### src/rtl/qfbfa_pkg.sv
`timescale 1ns / 1ps
// ----------------------------------------------------------------------------
// qfbfa_pkg
// shared types, codes and helpers of the queue family best-fit allocator
// ----------------------------------------------------------------------------
package qfbfa_pkg;

    localparam int MAX_FAMILIES_DEF = 8;
    localparam int MAX_REQUESTS_DEF = 16;
    localparam int PC_W             = 6;

    // opcodes
    localparam logic [1:0] OP_LOAD_FAMILY  = 2'd0;
    localparam logic [1:0] OP_LOAD_REQUEST = 2'd1;
    localparam logic [1:0] OP_RESOLVE      = 2'd2;

    // request types
    localparam logic [1:0] TYPE_GRAPHICS = 2'd0;
    localparam logic [1:0] TYPE_COMPUTE  = 2'd1;
    localparam logic [1:0] TYPE_TRANSFER = 2'd2;
    localparam logic [1:0] TYPE_INVALID  = 2'd3;

    // result status
    localparam logic [1:0] STS_OK        = 2'd0;
    localparam logic [1:0] STS_NO_FAMILY = 2'd1;
    localparam logic [1:0] STS_BAD_TYPE  = 2'd2;

    typedef struct packed {
        logic [1:0]  opcode;
        logic [31:0] family_flags;
        logic [7:0]  family_queue_count;
        logic [1:0]  request_type;
        logic        prefer_dedicated;
    } item_t;

    typedef struct packed {
        logic [3:0] request_index;
        logic [1:0] queue_role;
        logic [2:0] family_index;
        logic [7:0] slot_index;
        logic [1:0] status;
        logic       last;
    } result_t;

    typedef struct packed {
        logic       ded;
        logic [1:0] rtype;
    } req_entry_t;

    typedef struct packed {
        logic [2:0] family;
        logic [7:0] slot;
        logic [1:0] status;
    } res_entry_t;

    // controller to datapath
    typedef struct packed {
        logic load_fam;
        logic load_req;
        logic clear_claims;
        logic rd;
        logic scan_clear;
        logic scan_en;
        logic commit;
    } ctrl_cmd_t;

    // datapath to controller
    typedef struct packed {
        logic have_reqs;
        logic last_req;
        logic last_fam;
        logic req_ded;
        logic req_skip;
    } dp_sts_t;

    // count of set bits, nibble counts then their sum
    function automatic logic [PC_W-1:0] popcount32(input logic [31:0] v);
        logic [PC_W-1:0] sum;
        logic [2:0]      nib;
        sum = '0;
        for (int k = 0; k < 8; k++)
        begin
            nib = {2'b00, v[4*k]} + {2'b00, v[4*k+1]}
                + {2'b00, v[4*k+2]} + {2'b00, v[4*k+3]};
            sum = sum + PC_W'(nib);
        end
        return sum;
    endfunction

endpackage

### src/rtl/qfbfa_dp.sv
`timescale 1ns / 1ps
// ----------------------------------------------------------------------------
// qfbfa_dp
// family and request storage, family scan with best-fit tracking, results
// ----------------------------------------------------------------------------
module qfbfa_dp
    import qfbfa_pkg::*;
#(
    parameter int MAX_FAMILIES = MAX_FAMILIES_DEF,
    parameter int MAX_REQUESTS = MAX_REQUESTS_DEF,
    localparam int FAW = (MAX_FAMILIES > 1) ? $clog2(MAX_FAMILIES) : 1,
    localparam int RAW = (MAX_REQUESTS > 1) ? $clog2(MAX_REQUESTS) : 1
)
(
    input  logic           clk,
    input  logic           rst_n,
    input  item_t          item,
    input  ctrl_cmd_t      cmd,
    input  logic [RAW-1:0] addr,
    input  logic [FAW-1:0] fam_idx,
    output dp_sts_t        sts,
    output result_t        result
);

    localparam int FCW = $clog2(MAX_FAMILIES + 1);
    localparam int RCW = $clog2(MAX_REQUESTS + 1);

    // family store: capability bits and popcount of the full mask
    logic [2:0]      fam_caps_reg [MAX_FAMILIES];
    logic [PC_W-1:0] fam_pc_reg   [MAX_FAMILIES];
    logic [7:0]      fam_cnt_reg  [MAX_FAMILIES];
    logic [7:0]      claimed_reg  [MAX_FAMILIES];

    logic [FCW-1:0] nfam_reg;
    logic [RCW-1:0] nreq_reg;

    req_entry_t req_mem [MAX_REQUESTS];
    res_entry_t res_mem [MAX_REQUESTS];
    req_entry_t req_q_reg;
    res_entry_t res_q_reg;

    // best candidates: with a spare slot, and ignoring capacity
    logic            sp_vld_reg, any_vld_reg;
    logic [FAW-1:0]  sp_idx_reg, any_idx_reg;
    logic [PC_W-1:0] sp_pc_reg, any_pc_reg;
    logic [7:0]      sp_cl_reg, any_cl_reg, sp_cnt_reg, any_cnt_reg;

    logic fam_load_ok, req_load_ok;
    logic cand_has, cand_spare, upd_sp, upd_any;

    logic            sel_vld;
    logic [FAW-1:0]  sel_idx;
    logic [7:0]      sel_cl, sel_cnt, sel_slot;
    logic [FAW+2:0]  sel_idx_wide;
    logic [RAW+3:0]  addr_wide;
    res_entry_t      res_new;

    assign fam_load_ok = cmd.load_fam && (nfam_reg < FCW'(MAX_FAMILIES));
    assign req_load_ok = cmd.load_req && (nreq_reg < RCW'(MAX_REQUESTS));

    // does the scanned family hold the required flag
    always_comb
    begin
        unique case (req_q_reg.rtype)
            TYPE_GRAPHICS: cand_has = fam_caps_reg[fam_idx][0];
            TYPE_COMPUTE:  cand_has = fam_caps_reg[fam_idx][1];
            TYPE_TRANSFER: cand_has = fam_caps_reg[fam_idx][2];
            default:       cand_has = 1'b0;
        endcase
    end

    assign cand_spare = claimed_reg[fam_idx] < fam_cnt_reg[fam_idx];
    assign upd_any = cand_has && (!any_vld_reg || (fam_pc_reg[fam_idx] < any_pc_reg));
    assign upd_sp  = cand_has && cand_spare
                   && (!sp_vld_reg || (fam_pc_reg[fam_idx] < sp_pc_reg));

    // resolution of the current request
    assign sel_vld = sp_vld_reg || any_vld_reg;
    assign sel_idx = sp_vld_reg ? sp_idx_reg : any_idx_reg;
    assign sel_cl  = sp_vld_reg ? sp_cl_reg  : any_cl_reg;
    assign sel_cnt = sp_vld_reg ? sp_cnt_reg : any_cnt_reg;
    assign sel_idx_wide = (FAW + 3)'(sel_idx);

    always_comb
    begin
        if (sel_cnt == 8'd0)
            sel_slot = 8'd0;
        else if (sel_cl > (sel_cnt - 8'd1))
            sel_slot = sel_cnt - 8'd1;
        else
            sel_slot = sel_cl;
    end

    always_comb
    begin
        res_new.family = 3'd0;
        res_new.slot   = 8'd0;
        if (req_q_reg.rtype == TYPE_INVALID)
            res_new.status = STS_BAD_TYPE;
        else if (!sel_vld)
            res_new.status = STS_NO_FAMILY;
        else
        begin
            res_new.status = STS_OK;
            res_new.family = sel_idx_wide[2:0];
            res_new.slot   = sel_slot;
        end
    end

    // counts
    always_ff @(posedge clk or negedge rst_n)
    begin
        if (!rst_n)
        begin
            nfam_reg <= '0;
            nreq_reg <= '0;
        end
        else
        begin
            if (fam_load_ok)
                nfam_reg <= nfam_reg + FCW'(1);
            if (req_load_ok)
                nreq_reg <= nreq_reg + RCW'(1);
        end
    end

    // family store and claim counters
    always_ff @(posedge clk)
    begin
        if (fam_load_ok)
        begin
            fam_caps_reg[nfam_reg[FAW-1:0]] <= item.family_flags[2:0];
            fam_pc_reg[nfam_reg[FAW-1:0]]   <= popcount32(item.family_flags);
            fam_cnt_reg[nfam_reg[FAW-1:0]]  <= item.family_queue_count;
        end
        if (cmd.clear_claims)
        begin
            for (int k = 0; k < MAX_FAMILIES; k++)
            begin
                claimed_reg[k] <= 8'd0;
            end
        end
        else if (cmd.commit && (res_new.status == STS_OK))
            claimed_reg[sel_idx] <= sel_slot + 8'd1;
    end

    // request and result memories
    always_ff @(posedge clk)
    begin
        if (req_load_ok)
            req_mem[nreq_reg[RAW-1:0]] <= '{ded: item.prefer_dedicated,
                                           rtype: item.request_type};
        if (cmd.commit)
            res_mem[addr] <= res_new;
        if (cmd.rd)
        begin
            req_q_reg <= req_mem[addr];
            res_q_reg <= res_mem[addr];
        end
    end

    // best-fit trackers
    always_ff @(posedge clk or negedge rst_n)
    begin
        if (!rst_n)
        begin
            sp_vld_reg  <= 1'b0;
            any_vld_reg <= 1'b0;
        end
        else if (cmd.scan_clear)
        begin
            sp_vld_reg  <= 1'b0;
            any_vld_reg <= 1'b0;
        end
        else if (cmd.scan_en)
        begin
            if (upd_sp)
                sp_vld_reg <= 1'b1;
            if (upd_any)
                any_vld_reg <= 1'b1;
        end
    end

    always_ff @(posedge clk)
    begin
        if (cmd.scan_en && upd_sp)
        begin
            sp_idx_reg <= fam_idx;
            sp_pc_reg  <= fam_pc_reg[fam_idx];
            sp_cl_reg  <= claimed_reg[fam_idx];
            sp_cnt_reg <= fam_cnt_reg[fam_idx];
        end
        if (cmd.scan_en && upd_any)
        begin
            any_idx_reg <= fam_idx;
            any_pc_reg  <= fam_pc_reg[fam_idx];
            any_cl_reg  <= claimed_reg[fam_idx];
            any_cnt_reg <= fam_cnt_reg[fam_idx];
        end
    end

    assign sts.have_reqs = (nreq_reg != '0);
    assign sts.last_req  = ((RCW'(addr) + RCW'(1)) == nreq_reg);
    assign sts.last_fam  = ((FCW'(fam_idx) + FCW'(1)) == nfam_reg);
    assign sts.req_ded   = req_q_reg.ded;
    assign sts.req_skip  = (req_q_reg.rtype == TYPE_INVALID) || (nfam_reg == '0);

    assign addr_wide = (RAW + 4)'(addr);

    assign result.request_index = addr_wide[3:0];
    assign result.queue_role    = req_q_reg.rtype;
    assign result.family_index  = res_q_reg.family;
    assign result.slot_index    = res_q_reg.slot;
    assign result.status        = res_q_reg.status;
    assign result.last          = sts.last_req;

endmodule

### src/rtl/qfbfa_ctrl.sv
`timescale 1ns / 1ps
// ----------------------------------------------------------------------------
// qfbfa_ctrl
// sequencer: loads, two resolve passes with family scan, result emission
// ----------------------------------------------------------------------------
module qfbfa_ctrl
    import qfbfa_pkg::*;
#(
    parameter int MAX_FAMILIES = MAX_FAMILIES_DEF,
    parameter int MAX_REQUESTS = MAX_REQUESTS_DEF,
    localparam int FAW = (MAX_FAMILIES > 1) ? $clog2(MAX_FAMILIES) : 1,
    localparam int RAW = (MAX_REQUESTS > 1) ? $clog2(MAX_REQUESTS) : 1
)
(
    input  logic           clk,
    input  logic           rst_n,
    input  logic           item_valid,
    output logic           item_ready,
    input  logic [1:0]     opcode,
    output logic           result_valid,
    input  logic           result_ready,
    input  dp_sts_t        sts,
    output ctrl_cmd_t      cmd,
    output logic [RAW-1:0] addr,
    output logic [FAW-1:0] fam_idx
);

    localparam logic [2:0] ST_IDLE   = 3'd0;
    localparam logic [2:0] ST_FETCH  = 3'd1;
    localparam logic [2:0] ST_CHECK  = 3'd2;
    localparam logic [2:0] ST_SCAN   = 3'd3;
    localparam logic [2:0] ST_COMMIT = 3'd4;
    localparam logic [2:0] ST_NEXT   = 3'd5;
    localparam logic [2:0] ST_EFETCH = 3'd6;
    localparam logic [2:0] ST_EMIT   = 3'd7;

    logic [2:0]     state_reg, state_next;
    logic [RAW-1:0] req_reg, req_next;
    logic [FAW-1:0] fam_reg, fam_next;
    logic           pass_reg, pass_next;   // 1 while resolving dedicated requests
    logic           accept;

    assign item_ready   = (state_reg == ST_IDLE);
    assign result_valid = (state_reg == ST_EMIT);
    assign accept       = item_valid && item_ready;
    assign addr         = req_reg;
    assign fam_idx      = fam_reg;

    always_comb
    begin
        state_next = state_reg;
        req_next   = req_reg;
        fam_next   = fam_reg;
        pass_next  = pass_reg;
        cmd        = '0;

        unique case (state_reg)
            ST_IDLE:
            begin
                cmd.load_fam = accept && (opcode == OP_LOAD_FAMILY);
                cmd.load_req = accept && (opcode == OP_LOAD_REQUEST);
                if (accept && (opcode == OP_RESOLVE) && sts.have_reqs)
                begin
                    cmd.clear_claims = 1'b1;
                    req_next   = '0;
                    pass_next  = 1'b1;
                    state_next = ST_FETCH;
                end
            end
            ST_FETCH:
            begin
                cmd.rd     = 1'b1;
                state_next = ST_CHECK;
            end
            ST_CHECK:
            begin
                if (sts.req_ded == pass_reg)
                begin
                    cmd.scan_clear = 1'b1;
                    fam_next   = '0;
                    state_next = sts.req_skip ? ST_COMMIT : ST_SCAN;
                end
                else
                    state_next = ST_NEXT;
            end
            ST_SCAN:
            begin
                cmd.scan_en = 1'b1;
                if (sts.last_fam)
                    state_next = ST_COMMIT;
                else
                    fam_next = fam_reg + FAW'(1);
            end
            ST_COMMIT:
            begin
                cmd.commit = 1'b1;
                state_next = ST_NEXT;
            end
            ST_NEXT:
            begin
                if (!sts.last_req)
                begin
                    req_next   = req_reg + RAW'(1);
                    state_next = ST_FETCH;
                end
                else if (pass_reg)
                begin
                    req_next   = '0;
                    pass_next  = 1'b0;
                    state_next = ST_FETCH;
                end
                else
                begin
                    req_next   = '0;
                    state_next = ST_EFETCH;
                end
            end
            ST_EFETCH:
            begin
                cmd.rd     = 1'b1;
                state_next = ST_EMIT;
            end
            ST_EMIT:
            begin
                if (result_ready)
                begin
                    if (sts.last_req)
                        state_next = ST_IDLE;
                    else
                    begin
                        req_next   = req_reg + RAW'(1);
                        state_next = ST_EFETCH;
                    end
                end
            end
            default:
            begin
                state_next = ST_IDLE;
            end
        endcase
    end

    always_ff @(posedge clk or negedge rst_n)
    begin
        if (!rst_n)
        begin
            state_reg <= ST_IDLE;
            req_reg   <= '0;
            fam_reg   <= '0;
            pass_reg  <= 1'b0;
        end
        else
        begin
            state_reg <= state_next;
            req_reg   <= req_next;
            fam_reg   <= fam_next;
            pass_reg  <= pass_next;
        end
    end

    // never take an item while a result is offered
    a_ready_excl: assert property (@(posedge clk) disable iff (!rst_n)
        !(item_ready && result_valid))
        else $error("item taken while a result is pending");

    // a scan only runs for a request that has a valid type and families
    a_scan_ok: assert property (@(posedge clk) disable iff (!rst_n)
        (state_reg == ST_SCAN) |-> !sts.req_skip)
        else $error("family scan for a skipped request");

    // a commit is always followed by the advance step
    a_commit_next: assert property (@(posedge clk) disable iff (!rst_n)
        (state_reg == ST_COMMIT) |=> (state_reg == ST_NEXT))
        else $error("commit not followed by advance");

    // a taken result that is not the last one leads to the next fetch
    a_emit_more: assert property (@(posedge clk) disable iff (!rst_n)
        (result_valid && result_ready && !sts.last_req) |=> (state_reg == ST_EFETCH))
        else $error("emission stopped early");

endmodule

### src/rtl/queue_family_best_fit_allocator.sv
`timescale 1ns / 1ps
// ----------------------------------------------------------------------------
// queue_family_best_fit_allocator
// collects queue family descriptors and queue requests, then assigns each
// request the family with the fewest capability bits and a slot within it
// ----------------------------------------------------------------------------
//
//  channel   signals                           moves
//  -------   -------------------------------   -------------------------------
//  item      item_valid, item_ready, item      load family / load request /
//                                              resolve command
//  result    result_valid, result_ready,       one resolved request, in load
//            result                            order, last flags the end
//
//  an item is taken only while no resolve run is active
//  a resolve run resolves every request, in a dedicated pass then a second pass,
//  before the first result, with a family scan of one family a cycle; each
//  result is then a memory read, then an offer
//  the result side may stall for any time; the run holds until it is taken
//  reset clears the loaded counts; the family and request stores need no
//  clearing since only loaded entries are ever read
//
module queue_family_best_fit_allocator
    import qfbfa_pkg::*;
#(
    parameter int MAX_FAMILIES = MAX_FAMILIES_DEF,
    parameter int MAX_REQUESTS = MAX_REQUESTS_DEF
)
(
    input  logic    clk,
    input  logic    rst_n,
    input  logic    item_valid,
    output logic    item_ready,
    input  item_t   item,
    output logic    result_valid,
    input  logic    result_ready,
    output result_t result
);

    localparam int FAW = (MAX_FAMILIES > 1) ? $clog2(MAX_FAMILIES) : 1;
    localparam int RAW = (MAX_REQUESTS > 1) ? $clog2(MAX_REQUESTS) : 1;

    // commands and status between sequencer and datapath
    ctrl_cmd_t      cmd;
    dp_sts_t        sts;
    // request pointer (resolve and emission) and family scan pointer
    logic [RAW-1:0] addr;
    logic [FAW-1:0] fam_idx;

    // sequencer: load strobes, dedicated pass then the others, emission
    qfbfa_ctrl #(
        .MAX_FAMILIES (MAX_FAMILIES),
        .MAX_REQUESTS (MAX_REQUESTS)
    ) u_ctrl (
        .clk          (clk),
        .rst_n        (rst_n),
        .item_valid   (item_valid),
        .item_ready   (item_ready),
        .opcode       (item.opcode),
        .result_valid (result_valid),
        .result_ready (result_ready),
        .sts          (sts),
        .cmd          (cmd),
        .addr         (addr),
        .fam_idx      (fam_idx)
    );

    // datapath: stores, best-fit scan, slot claim, result fields
    qfbfa_dp #(
        .MAX_FAMILIES (MAX_FAMILIES),
        .MAX_REQUESTS (MAX_REQUESTS)
    ) u_dp (
        .clk     (clk),
        .rst_n   (rst_n),
        .item    (item),
        .cmd     (cmd),
        .addr    (addr),
        .fam_idx (fam_idx),
        .sts     (sts),
        .result  (result)
    );

endmodule

### config.mk
export PLATFORM = sky130hd
export DESIGN_NAME = queue_family_best_fit_allocator
export DESIGN_NICKNAME = d
export VERILOG_FILES = /design/src/rtl/qfbfa_pkg.sv /design/src/rtl/qfbfa_dp.sv /design/src/rtl/qfbfa_ctrl.sv /design/src/rtl/queue_family_best_fit_allocator.sv
export SDC_FILE = /design/constraint.sdc
export NUM_CORES = 1
export LEC_CHECK = 0
export BUFFER_PORTS_ARGS = -buffer_cell sky130_fd_sc_hd__buf_2
export CORE_AREA = 2 2 210 212
export CTS_BUF_LIST = sky130_fd_sc_hd__clkbuf_16
export CTS_CLUSTER_SIZE = 12
export DETAILED_ROUTE_END_ITERATION = 12
export DIE_AREA = 0 0 212 214
export GPL_ROUTABILITY_DRIVEN = 1
export GPL_TIMING_DRIVEN = 0
export PLACE_DENSITY = 0.79
export REMOVE_ABC_BUFFERS = 1
export SKIP_CTS_REPAIR_TIMING = 1
export SLEW_MARGIN = 0
export SYNTH_ARGS = -nofsm -noshare
export SYNTH_HDL_FRONTEND = slang
export SYNTH_SLANG_ARGS = --single-unit
### constraint.sdc
create_clock -name clk -period 8.8 [get_ports clk]
set_input_delay 0.44 -clock clk [delete_from_list [all_inputs] [get_ports clk]]
set_output_delay 0.44 -clock clk [all_outputs]
set_load 0.01 [all_outputs]
# After elaboration in Yosys (flattened, before gate mapping)
# Memories as Yosys holds them, arrays and structs flattened. A register that Yosys moved wholly into a read port is not among the register bits.
# Index checks and enable logic that the tools add are counted.
[totals]
regBits = 72
ram_bits = 456
in_bits = 49
output_inout_bits = 22
wordCells = 186
mem_count = 6
[mem_list]
columns = ["memory", "words", "width", "rd", "rd_ports_with_merged_regs", "wr", "line", "source"]
rows = [
  ["u_dp.res_mem", 16, 13, 1, 1, 1, "qfbfa_dp.sv:38", "res_entry_t res_mem [MAX_REQUESTS];"],
  ["u_dp.claimed_reg", 8, 8, 1, 0, 8, "qfbfa_dp.sv:32", "logic [7:0] claimed_reg [MAX_FAMILIES];"],
  ["u_dp.fam_cnt_reg", 8, 8, 1, 0, 1, "qfbfa_dp.sv:31", "logic [7:0] fam_cnt_reg [MAX_FAMILIES];"],
  ["u_dp.fam_pc_reg", 8, 6, 1, 0, 1, "qfbfa_dp.sv:30", "logic [PC_W-1:0] fam_pc_reg [MAX_FAMILIES];"],
  ["u_dp.req_mem", 16, 3, 1, 1, 1, "qfbfa_dp.sv:37", "req_entry_t req_mem [MAX_REQUESTS];"],
  ["u_dp.fam_caps_reg", 8, 3, 1, 0, 1, "qfbfa_dp.sv:29", "logic [2:0] fam_caps_reg [MAX_FAMILIES];"],
]
[classes]
add_sub_neg = 39
n_lt_le_gt_ge = 6
eq_ne = 22
n_mux = 57
n_reduce_logical = 40
[op_table]
columns = ["cell", "count"]
rows = [
  ["adder 3 x 1 -> 3 bit", 16],
  ["2-to-1 mux 8 bit", 5],
  ["2-to-1 mux 3 bit", 13],
  ["adder 6 x 3 -> 6 bit", 6],
  ["2-to-1 mux 1 bit", 27],
  ["case mux 3 bit (8 select lines)", 1],
  ["2-to-1 mux 11 bit", 2],
  ["adder 1 x 1 -> 2 bit", 8],
  ["2-to-1 mux 4 bit", 4],
  ["logical AND 1 bit", 13],
  ["equality test 3 bit, second input constant", 4],
  ["< comparator 6 bit", 2],
  ["case mux 4 bit (3 select lines)", 1],
  ["nonzero test 2 bit", 5],
  ["AND reduction 3 bit", 3],
  ["adder 4 x 1 -> 4 bit, second input constant", 2],
  ["adder 8 x 1 -> 8 bit, second input constant", 1],
  ["> comparator 8 bit", 1],
  ["zero test 8 bit", 1],
  ["< comparator 8 bit", 1],
  ["!= test 2 bit, second input constant", 4],
  ["OR reduction 8 bit", 1],
  ["subtractor 8 x 1 -> 8 bit, second input constant", 1],
  ["equality test 2 bit, second input constant", 3],
  ["other kinds (28)", 39],
]

# Logic depth before layout (Yosys ltp)
# Gate-level depths: netlist of run 1.
[logic_depth]
ltp_word = 10
mapped_depth = 22
depth_no_buf = 21

# Modules after synthesis
# Synthesis of run 1 repeated with hierarchy kept, for this count alone.
[hier_totals]
hier_cells = 1334
hier_area_um2 = 23706.5
[by_module_without_submodules]
columns = ["module", "instances", "cells_each", "area_per_inst_um2", "seq_area_each_um2"]
rows = [
  ["qfbfa_dp", 1, 1250, 22929.5, 15950.3],
  ["qfbfa_ctrl", 1, 84, 777.0, 275.3],
]

# Worst setup path before layout of run 1
# No wires, ideal clock.
[synth_path]
path_kind = "input-to-reg"
from = "input port item[15] (netlist name)"
to = "memory u_dp.fam_pc_reg[0][5], data pin"
setup_time_ns = 0.231
t_arrival_ns = 5.249
t_required_ns = 8.569
path_slack_ns = 3.319
stages = 18
path_buffers = 0
path_cell_list = "ha_1 fa_1 ha_1 inv_1 fa_1 xnor2_1 fa_1 inv_1 fa_1 fa_1 inv_1 fa_1 inv_1 fa_1 inv_1 a21o_1 a21oi_1 xnor2_1"
[synth_via]
elab_chain_len = 10
[synth_rtl]
columns = ["item", "line", "source"]
rows = [
  ["start, declared", "queue_family_best_fit_allocator.sv:34", "input item_t item,"],
  ["adder 1 x 1 -> 2 bit", "qfbfa_pkg.sv:83", "nib = {2'b00, v[4*k]} + {2'b00, v[4*k+1]}"],
  ["adder 3 x 1 -> 3 bit (2 in series)", "qfbfa_pkg.sv:84", "+ {2'b00, v[4*k+2]} + {2'b00, v[4*k+3]};"],
  ["adder 3 x 3 -> 4 bit", "qfbfa_pkg.sv:85", "sum = sum + PC_W'(nib);"],
  ["adder 6 x 3 -> 6 bit (6 in series)", "qfbfa_pkg.sv:85", ""],
  ["end, declared", "qfbfa_dp.sv:30", ""],
]
# No other way between the ends.

==> results of run 1 <==
==> final timing paths <==
| path | to | slack (ps) | cells past startpoint |
|---|---|---|---|
| hold / removal | u_dp.fam_cnt_reg[5][6] | 100 | 1 |
| hold reg to reg | u_dp.nfam_reg[3] | 600 | 1 |
| setup / recovery | u_dp.claimed_reg[7][6] | 2460 | 16 |
| max in group asynchronous | u_ctrl.fam_idx[0] | 7970 | 2 |
| setup reg to reg | u_dp.claimed_reg[7][6] | 2460 | 16 |
| min in group asynchronous | u_dp.nfam_reg[2] | 430 | 2 |
==> synth_stat cells, types with 7 or more instances <==
library cell / n
a21o_1: 11
a211oi_2: 9
and3_1: 21
nand3_1: 8
nor2b_1: 7
nand2_1: 42
and2_1: 21
edfxtp_1: 522
xor2_1: 9
mux2i_1: 19
ha_1: 68
nor2_1: 94
a21oi_1: 19
dfrtp_1: 22
nor3_1: 16
mux2_2: 19
xnor2_1: 15
buf_2: 7
nand2b_1: 7
inv_1: 96
buf_1: 11
fa_1: 22
mux4_2: 131
clkbuf_1: 28
o21ai_0: 19
==> per-layer routing <==
metal	vias to the layer above	track usage	share of wire
met4	4	0.0714	0.028
met2	535	0.375	0.52
met3	108	0.0347	0.065
li1	5419	-	-
met5	-	0	0.00047
met1	6462	0.300	0.39
==> through the flow <==
stage / utilization / cell area (um2) / worst slack [ps] / instances
after floorplan: - / 23700 / 2980 / 1293
after global placement: 0.578 / 24800 / 914 / 1948
after detailed placement: 0.586 / 25200 / 2510 / 1963
after CTS: 0.623 / 26700 / 2490 / 2052
after global routing: 0.624 / 26800 / 2130 / 2053
final: 0.624 / 26800 / 2460 / 2053
==> power breakdown <==
part,leakage [nW],switching [W],internal (W)
Combinational,3.50,0.00194,0.00132
Clock,0.851,0.000928,0.00115
Sequential,5.00,0.000318,0.00363
Total,9.35,0.00319,0.00611
==> cells in the final DEF (no fill, tap or decap), types with 19 or more instances in the layout <==
master | Yosys | layout
a21oi_1 | 19 | 19
and2_1 | 21 | 21
and3_1 | 21 | 21
buf_2 | 7 | 71
clkbuf_16 | 0 | 55
edfxtp_1 | 522 | 522
fa_1 | 22 | 22
ha_1 | 68 | 68
inv_1 | 96 | 117
mux2_2 | 19 | 19
mux2i_1 | 19 | 19
mux4_2 | 131 | 131
nand2_1 | 42 | 42
nor2_1 | 94 | 86
o21ai_0 | 19 | 19
==> layout make-up <==
type	count	area (um2)
Sequential cell	544	16200
Fill cell	2917	16100
Multi-Input combinational cell	653	7190
Clock buffer	55	1380
Tap cell	585	732
Timing Repair Buffer	86	649
Inverter	96	360
Clock inverter	34	203
==> worst reg2reg max path, delay by kind of cell, from the launching register on <==
kind	cells	cell delay (ps)
AOI/OAI and AO/OA	3	1330
adders and majority gates	3	880
xor gates and xnor gates	1	550
DFF	1	1000
muxes	1	520
and+or+nand+nor	8	1820
==> kinds of logic (layout without fill, tap and decap cells) <==
kind of cell / count (synthesis) / after routing / synth area share
flip-flops: 544 / 544 / 0.677
AO/OA/AOI/OAI: 106 / 106 / 0.0330
XOR/XNOR: 29 / 29 / 0.0122
AND/OR/NAND/NOR: 257 / 257 / 0.0565
buffers and inverters: 151 / 271 / 0.0262
adder cells (fa/ha/maj): 90 / 90 / 0.0539
multiplexers: 171 / 171 / 0.141
==> key figures, run 1 <==
Synthesis
  • Synth top area share: 0.654
  • Synthesis Warnings: 0
  • Post-synthesis cell type count: 80
  • Synth top area cells: edfxtp_1 65%, mux4_2 12%, ha_1 3.5%, dfrtp_1 2.3%, fa_1 1.8%
  • Synthesized instance count: about 1300
  • EDFF count, synth: between 500 and 600
  • Area leader, netlist: edfxtp_1
  • Seq/Total Area, Yosys: 0.677
  • Number of synthesized register bits: approximately 540
  • Async SR Flop Fraction: 0.0404
  • Avg Cell Area, Syn: around 18 um2
  • Synth Flop Type: edfxtp_1
  • Cell Area, Synth: 0.0240 mm2

Worst setup path
  • Worst-path maximum fanout: 36
  • Cells along the critical path: mux2i_1 -> ha_1 -> or4bb_1 -> nand3_1 -> nand2_1 -> ha_1 -> a211oi_1 -> nor2_1 -> nand4bb_1 -> nand2_1 -> nor2_1 -> a211oi_2 -> ha_1 -> o221ai_1 -> xnor2_2 -> nor2_1
  • Worst setup path category: reg -> reg
  • Arr. time, crit path: 6670 ps
  • Setup crit end kind: flip-flop
  • Critical Path Start: u_dp.sp_vld_reg
  • Buf/Inv on CP: 0
  • Worst EP required: roughly 9100 ps
  • Crit path launch type: flip-flop
  • CP max-delay cell: dfrtp_2
  • Reg-to-reg startpoint: u_dp.sp_vld_reg
  • Top delay family on crit path: simple AND/OR/NAND/NOR gates
  • Highest cell delay on the worst timing path: 1000 ps

Route
  • Number of vias per cell: between 6 and 7
  • Total routed wirelength: around 49 mm
  • DR vias: approximately 13000
  • Post-DRT Antenna Nets: 0
  • Drt first pass iters: 5
  • WL/cell: 24.0 um
  • Drt initial violations: 1274
  • Drc violations: 0

Timing
  • Max-slew violation count: 0
  • Minimum clock period: between 6000 and 7000 ps
  • FMAX: 0.158 GHz
  • Worst clock skew: around 38 ps
  • Max-slew headroom: 0.131
  • Final hold viol count: 0
  • Hold Slack: approximately 95 ps
  • Final setup viols: 0
  • Worst Max-Slew Pin Slew: 1300 ps
  • Crit share post-route: 0.720
  • RSZ-0062 raised after global routing: no
  • TNS Setup: 0 ps

Global route
  • GR Overflow Total: 0
  • Pin count of the biggest net entering global routing: 52
  • Number of global-route vias before repair: ~13000
  • Global-route wire length before repair: around 76 mm
  • Gr usage total: 0.223
  • Initial antenna violation count: 2

Clocking
  • Clock buffer depth: 3
  • CTS Sinks: approximately 540
  • Clk slew on worst S/H paths: 60 ps
  • Clk_lat worst skew: 610 ps
  • CTS tree: yes
  • Clock root buffer: clkbuf_16
  • TritonCTS Buffers: 54
  • H-Tree Depth: 2

Floorplanning
  • # IOs: between 70 and 80
  • Core ar.: between 0.04 and 0.05 mm2
  • Initial core utilization: 0.559
  • Die H: 214 um
  • Die area: around 0.045 mm2
  • Die W: 212 um
  • Rows: 76

Placement
  • HPWL Detailed: roughly 30 mm
  • Port bufs: 70
  • Routability cong.: between 0.8 and 0.9

Final layout
  • Layout cells sized above 1: 0.242
  • Antenna Diode Count: 0
  • Area growth from synthesis to layout: 11.6%
  • Nets: 1574
  • Largest register FFs: roughly 210

Power and ir drop
  • Leak Pwr: around 9.4 nW
  • Max rail drop VDD: between 0.0006 and 0.0007 V
  • PwrDens: around 350 mW/mm2
  • Power after layout: 0.00929 W

Run status
  • Status: complete, no violations

Flow run
  • Max Cap Viol: 0

Min path
  • Hold crit path type: in -> reg
  • HP Start: item[9]
Note: power is estimated with default switching activity, not from simulation.
==> run 2: changes to the inputs <==
Settings changed: ABC_AREA set to 1, CORE_AREA 2 2 210 212 to 2 2 211 213, DIE_AREA 0 0 212 214 to 0 0 213 215, PLACE_DENSITY 0.79 to 0.82.
Clock period 8.8 ns to 5.6 ns, I/O delays scaled along.
==> key figures, run 2 <==
Run status
  • Status: finished, violations left
  • Violated checks: hold timing

Power and ir drop
  • Leak Pwr: 10.1 nW (+8.3%)
  • PwrDens: 518 mW/mm2 (+49%)
  • Max rail drop VDD: 0.000644 V (-4.2%)

Clocking
  • Clock root buffer: clkbuf_16
  • Clk_lat worst skew: 580 ps (-30 ps)
  • TritonCTS Buffers: 53 (-1.9%)
  • Clk slew on worst S/H paths: 60 ps (about the same)
  • CTS Sinks: 544 (unchanged)
  • CTS tree: yes
  • H-Tree Depth: 2 (unchanged)
  • Clock buffer depth: 3 (unchanged)

Final layout
  • Multi-input logic area: 0.00699 mm2 (-2.9%)
  • Layout cells sized above 1: 0.112 (-0.130)
  • Register area: 0.0162 mm2 (about the same)
  • Nets: 2298 (+46%)
  • Most frequent cells in the layout: 522 x edfxtp_1, 393 x nor2_1, 265 x o21ai_0
  • Antenna Diode Count: 0 (unchanged)
  • Commonest non-fill, non-tap cell in the layout: edfxtp_1
  • Final std cells w/o fill: 2777 (+35%)
  • Fill count: 3156 (+8.2%)
  • Largest register FFs: 208 (unchanged)
  • Area growth from synthesis to layout: 12.0%

Synthesis
  • Synth top area share: 0.649 (-0.00461)
  • Seq/Total Area, Yosys: 0.672 (-0.00477)
  • Async SR Flop Fraction: 0.0404 (unchanged)
  • Commonest cells in the netlist: 522 x edfxtp_1, 410 x nor2_1, 266 x o21ai_0, 230 x nand2_1, 171 x inv_1
  • Synthesized instance count: 2085 (+55%)
  • Area leader, netlist: edfxtp_1
  • Most common cell in the netlist: edfxtp_1
  • Synthesis Warnings: 0 (unchanged)
  • Avg Cell Area, Syn: 11.6 um2 (-35%)
  • Synth top area cells: edfxtp_1 65%, nor2_1 6.4%, o21ai_0 5.5%, nand2_1 3.6%, ha_1 3.5%
  • Cell Area, Synth: 0.0241 mm2 (+0.71%)
  • Synth Flop Type: edfxtp_1
  • Number of synthesized register bits: 544 (unchanged)
  • EDFF count, synth: 522 (unchanged)
  • Post-synthesis cell type count: 48 (-40%)

Worst setup path
  • Highest cell delay on the worst timing path: 570 ps (-430 ps)
  • Setup crit end kind: flip-flop
  • Crit path launch type: input pin
  • Worst-path maximum fanout: 9 (-75%)
  • Worst setup path category: in -> reg
  • Top delay family on crit path: adder cells
  • CP max-delay cell: fa_1
  • Arr. time, crit path: 5650 ps (-1020 ps)
  • Worst EP required: 5910 ps (-3220 ps)
  • Cells along the critical path: buf_2 -> ha_1 -> inv_1 -> fa_1 -> inv_1 -> ha_1 -> inv_1 -> fa_1 -> xnor2_1 -> fa_1 -> inv_1 -> fa_1 -> fa_1 -> inv_1 -> fa_1 -> inv_1 -> fa_1 -> o21ai_0 -> xor2_1
  • Buf/Inv on CP: 7 (+7)
  • CP most frequent cell: fa_1

Placement
  • Port bufs: 70 (unchanged)
  • Dpl cells: 2689 (+37%)
  • HPWL Detailed: 33.8 mm (+12%)
  • Routability cong.: 0.873 (+3.7%)

Global route
  • GR Overflow Total: 0 (unchanged)
  • Pin count of the biggest net entering global routing: 103 (+98%)
  • Initial antenna violation count: 1 (-1)
  • Number of global-route vias before repair: 16351 (+25%)
  • Global-route wire length before repair: 83.9 mm (+11%)
  • Gr usage total: 0.236 (+0.0130)

Timing
  • RSZ-0062 raised after global routing: no
  • Final hold viol count: 16 (+16)
  • Worst clock skew: 22.9 ps (-15.5 ps)
  • Final setup viols: 0 (unchanged)
  • Minimum clock period: between 5000 and 6000 ps
  • Crit share post-route: 0.953
  • FMAX: between 0.15 and 0.2 GHz
  • Max-slew headroom: 0.259 (+0.128)
  • Hold Slack: -14.9 ps (-110 ps)
  • Worst Max-Slew Pin Slew: 1110 ps (-196 ps)
  • TNS Setup: 0 ps (unchanged)
  • Max-slew violation count: 0 (unchanged)

Route
  • Drt initial violations: 1882 (+48%)
  • Drt first pass iters: 5 (unchanged)
  • Number of vias per cell: 5.82 (-4.6%)
  • Post-DRT Antenna Nets: 0 (unchanged)
  • Drc violations: 0 (unchanged)
  • Total routed wirelength: 53.4 mm (+8.5%)
  • DR vias: 16165 (+29%)
  • WL/cell: 19.2 um (-20%)

Floorplanning
  • Die W: 213 um (+0.47%)
  • Core ar.: 0.0436 mm2 (+1.8%)
  • Initial core utilization: 0.553 (-0.00580)
  • # IOs: 71 (unchanged)
  • Die area: 0.0458 mm2 (+0.94%)
  • Rows: 77 (+1.3%)
  • Die H: 215 um (+0.47%)

Flow run
  • Max Cap Viol: 0 (unchanged)

Min path
  • Hold crit path type: in -> reg
-- run 2: cell count changes after synthesis, sizes merged, moves of 76 or more --
| cell | before | now |
|---|---|---|
| nand2 | 43 | 239 |
| nor2 | 94 | 419 |
| o21ai | 21 | 270 |
| mux4 | 131 | 0 |
| o22ai | 4 | 92 |
| inv | 96 | 172 |
-- run 2: logic make-up (layout without fill, tap and decap cells) --
kind of cell	count (synthesis)	after routing	synth area share
AO/OA/AOI/OAI	419	419	0.0943
XOR/XNOR	23	23	0.00943
adder cells (fa/ha/maj)	90	90	0.0535
buffers and inverters	268	368	0.0434
flip-flops	544	544	0.672
multiplexers	1	1	0.000415
AND/OR/NAND/NOR	740	740	0.127
-- run 2: report_power, final --
group / switching, W / internal, W
registers: 0.000224 / 0.00558
clock network: 0.00139 / 0.00171
logic: 0.00361 / 0.00150
total: 0.00521 / 0.00879
-- run 2: layout make-up --
cell class	count	share of cell area
Clock inverter	27	0.00435
Clock buffer	54	0.0500
Inverter	176	0.0248
Timing Repair Buffer	111	0.0344
Sequential cell	544	0.601
Multi-Input combinational cell	1273	0.258
Tap cell	592	0.0274
-- run 2: final timing paths --
| kind | start | endpoint | slack, ps | depth (start not counted) |
|---|---|---|---|---|
| max | item[11] | u_dp.fam_pc_reg[5][5] | 260 | 19 |
| min | item[4] | u_dp.fam_cnt_reg[5][1] | -10 | 1 |
| max reg2reg | u_dp.sp_vld_reg | u_dp.claimed_reg[2][4] | 500 | 24 |
| min reg2reg | u_ctrl.pass_reg | u_ctrl.pass_reg | 560 | 2 |
| max in group asynchronous | rst_n | u_ctrl.fam_idx[0] | 4970 | 2 |
| min in group asynchronous | rst_n | u_ctrl.state_reg[0] | 220 | 2 |
-- run 2: stage by stage --
| step | hold slack (ps) | utilization | total power, W | worst slack (ps) | instance area [um2] |
|---|---|---|---|---|---|
| after floorplan | -15.6 | - | 0.00917 | -665 | 23800 |
| after global placement | 274 | 0.569 | 0.0105 | -3980 | 24800 |
| after detailed placement | 281 | 0.584 | 0.0109 | -314 | 25500 |
| after CTS | -320 | 0.617 | 0.0140 | 32.7 | 26900 |
| after global routing | 0.755 | 0.619 | 0.0148 | 7.54 | 27000 |
| final | -14.9 | 0.619 | 0.0140 | 261 | 27000 |
-- run 2: per-layer routing --
metal	part of all wire	GRT usage	routed length, um
met1	0.37	0.289	19700
met2	0.52	0.414	27500
met3	0.076	0.0355	4050
met4	0.039	0.101	2070
met5	0	0	0
==> run 3: changes to the inputs <==
Settings changed: PLACE_DENSITY 0.82 to 0.76.
==> key figures, run 3 (synthesis results as in run 2) <==
Power and ir drop
  • Clock share of power: 0.232 (+0.011)
  • Max rail drop VDD: 0.000458 V (-29%)
  • Internal power: 0.00895 W (+1.8%)
  • Combinational power share: 0.359 (-0.006)
  • Leak Pwr: 10.2 nW (+0.72%)
  • PwrDens: 522 mW/mm2 (+0.86%)
  • Switching power: 0.00525 W (+0.73%)
  • Sw Ratio: 0.370 (-0.00247)
  • Sequential share of power: 0.409 (-0.005)

Worst setup path
  • Worst-path maximum fanout: 9 (unchanged)
  • Crit path launch type: input pin
  • Reg2Reg Depth: 24 (unchanged)
  • Setup crit end kind: flip-flop
  • Worst setup path category: in -> reg
  • Arr. time, crit path: 5560 ps (-90 ps)
  • Worst EP required: 5950 ps (+40 ps)

Timing
  • Worst Max-Slew Pin Slew: 1110 ps (+0.719 ps)
  • Minimum clock period: 5210 ps (-127 ps)
  • Worst clock skew: 16.2 ps (-6.71 ps)
  • Final hold viol count: 0 (-16)
  • FMAX: 0.192 GHz (+2.4%)
  • Final setup viols: 0 (unchanged)
  • Max-slew headroom: 0.258 (-0.000481)
  • Crit share post-route: 0.931 (-0.0226)
  • Hold Slack: 17.1 ps (+31.9 ps)
  • RSZ-0062 raised after global routing: no
  • Max-slew violation count: 0 (unchanged)

Final layout
  • Antenna Diode Count: 0 (unchanged)
  • Commonest non-fill, non-tap cell in the layout: edfxtp_1
  • Nets: 2303 (+0.22%)
  • Final std cells w/o fill: 2786 (+0.32%)
  • Largest register FFs: 208 (unchanged)
  • Area growth from synthesis to layout: 12.6%
  • Most frequent cells in the layout: 522 x edfxtp_1, 393 x nor2_1, 265 x o21ai_0
  • Finished Cell Area: 0.0272 mm2 (+0.54%)
  • Layout cells sized above 1: 0.113 (+0.000452)

Floorplanning
  • Die area: 0.0458 mm2 (unchanged)
  • Rows: 77 (unchanged)
  • Core ar.: 0.0436 mm2 (unchanged)
  • Die W: 213 um (unchanged)
  • # IOs: 71 (unchanged)
  • Initial core utilization: 0.553 (unchanged)
  • Die H: 215 um (unchanged)

Placement
  • HPWL Detailed: 34.3 mm (+1.3%)
  • Port bufs: 70 (unchanged)
  • Placed cell area: 0.0255 mm2 (about the same)
  • Dpl cells: 2689 (unchanged)
  • Routability cong.: 0.863 (-1.2%)

Route
  • WL/cell: 19.1 um (-0.80%)
  • Number of vias per cell: 5.69 (-2.3%)
  • Drt initial violations: 1636 (-13%)
  • Drt first pass iters: 5 (unchanged)
  • Post-DRT Antenna Nets: 0 (unchanged)
  • Total routed wirelength: 53.1 mm (-0.48%)
  • Drc violations: 0 (unchanged)
  • DR vias: 15844 (-2.0%)

Global route
  • Global-route wire length before repair: 84.5 mm (+0.66%)
  • Initial antenna violation count: 0 (-1)
  • GR Overflow Total: 0 (unchanged)
  • Number of global-route vias before repair: 16279 (-0.44%)
  • Gr usage total: 0.238 (+0.00214)
  • Pin count of the biggest net entering global routing: 103 (unchanged)

Clocking
  • Clk slew on worst S/H paths: 60 ps (about the same)
  • Clock buffer depth: 3 (unchanged)
  • Clk_lat worst skew: 610 ps (+30 ps)
  • Clock root buffer: clkbuf_16
  • H-Tree Depth: 2 (unchanged)
  • CTS Sinks: 544 (unchanged)
  • TritonCTS Buffers: 54 (+1.9%)
  • CTS tree: yes

Min path
  • Hold crit path type: in -> reg
  • Min-Delay Path Depth: 1 (unchanged)

Run status
  • Status: complete, no violations

Flow run
  • Max Cap Viol: 0 (unchanged)
run 3: cell count changes in the layout (fill, tap and decap cells not counted), sizes merged:
cell,before,now
bufinv,0,3
clkinv,12,13
dlygate4sd3,7,11
inv,189,191
clkinvlp,2,1
run 3: final cells by class:
type                    count  area [um2]
clock buffers              54        1350
clock inverters            32         230
fillers                  3206       16500
inverters                 176         671
multi-input cells        1273        6990
flip-flops and latches    544       16200
well taps                 592         741
repair buffers            115         961
run 3: critical path, cell delays in order:
cell and delay (ps):
buf_2 160, ha_1 300, inv_1 70, fa_1 410, inv_1 70, ha_1 160, inv_1 60, fa_1 370
xnor2_1 160, fa_1 530, inv_1 60, fa_1 520, fa_1 550, inv_1 60, fa_1 580, inv_1 70
fa_1 460, o21ai_0 280, xor2_1 410
run 3: metal layers:
metal  part of all wire  vias up  track usage
met3              0.056      102       0.0330
met1               0.39     7799        0.292
met2               0.53      510        0.426
li1                   -     7433            -
met4              0.027        0       0.0879
met5                  0        -            0
run 3: path summary, 6_finish.rpt:
| check | startpoint | to | slack [ps] |
|---|---|---|---|
| min in group asynchronous | rst_n | u_dp.nfam_reg[1] | 180 |
| setup reg to reg | u_dp.sp_vld_reg | u_dp.claimed_reg[3][4] | 570 |
| hold / removal | item[11] | u_dp.fam_caps_reg[6][0] | 20 |
| setup / recovery | item[11] | u_dp.fam_pc_reg[0][5] | 390 |
| max in group asynchronous | rst_n | u_dp.sp_vld_reg | 5020 |
| hold reg to reg | u_ctrl.pass_reg | u_ctrl.pass_reg | 560 |
run 3: stage by stage:
step	util	setup slack [ps]	total power [W]	TNS, ps
global route	0.623	71.2	0.0151	0
global placement	0.569	-4170	0.0106	-676220
finish	0.623	387	0.0142	0
CTS	0.620	-12.7	0.0142	-12.7
detailed placement	0.584	-190	0.0109	-1960
floorplan	-	-665	0.00917	-34900
run 3: power by group through the flow:
stage	logic [W]	clock network (W)	registers, W
2_1_floorplan	0.00325	0	0.00592
3_3_place_gp	0.00451	0	0.00605
3_5_place_dp	0.00503	0	0.00588
4_1_cts	0.00508	0.00335	0.00580
5_1_grt	0.00574	0.00349	0.00583
6_report	0.00510	0.00330	0.00580
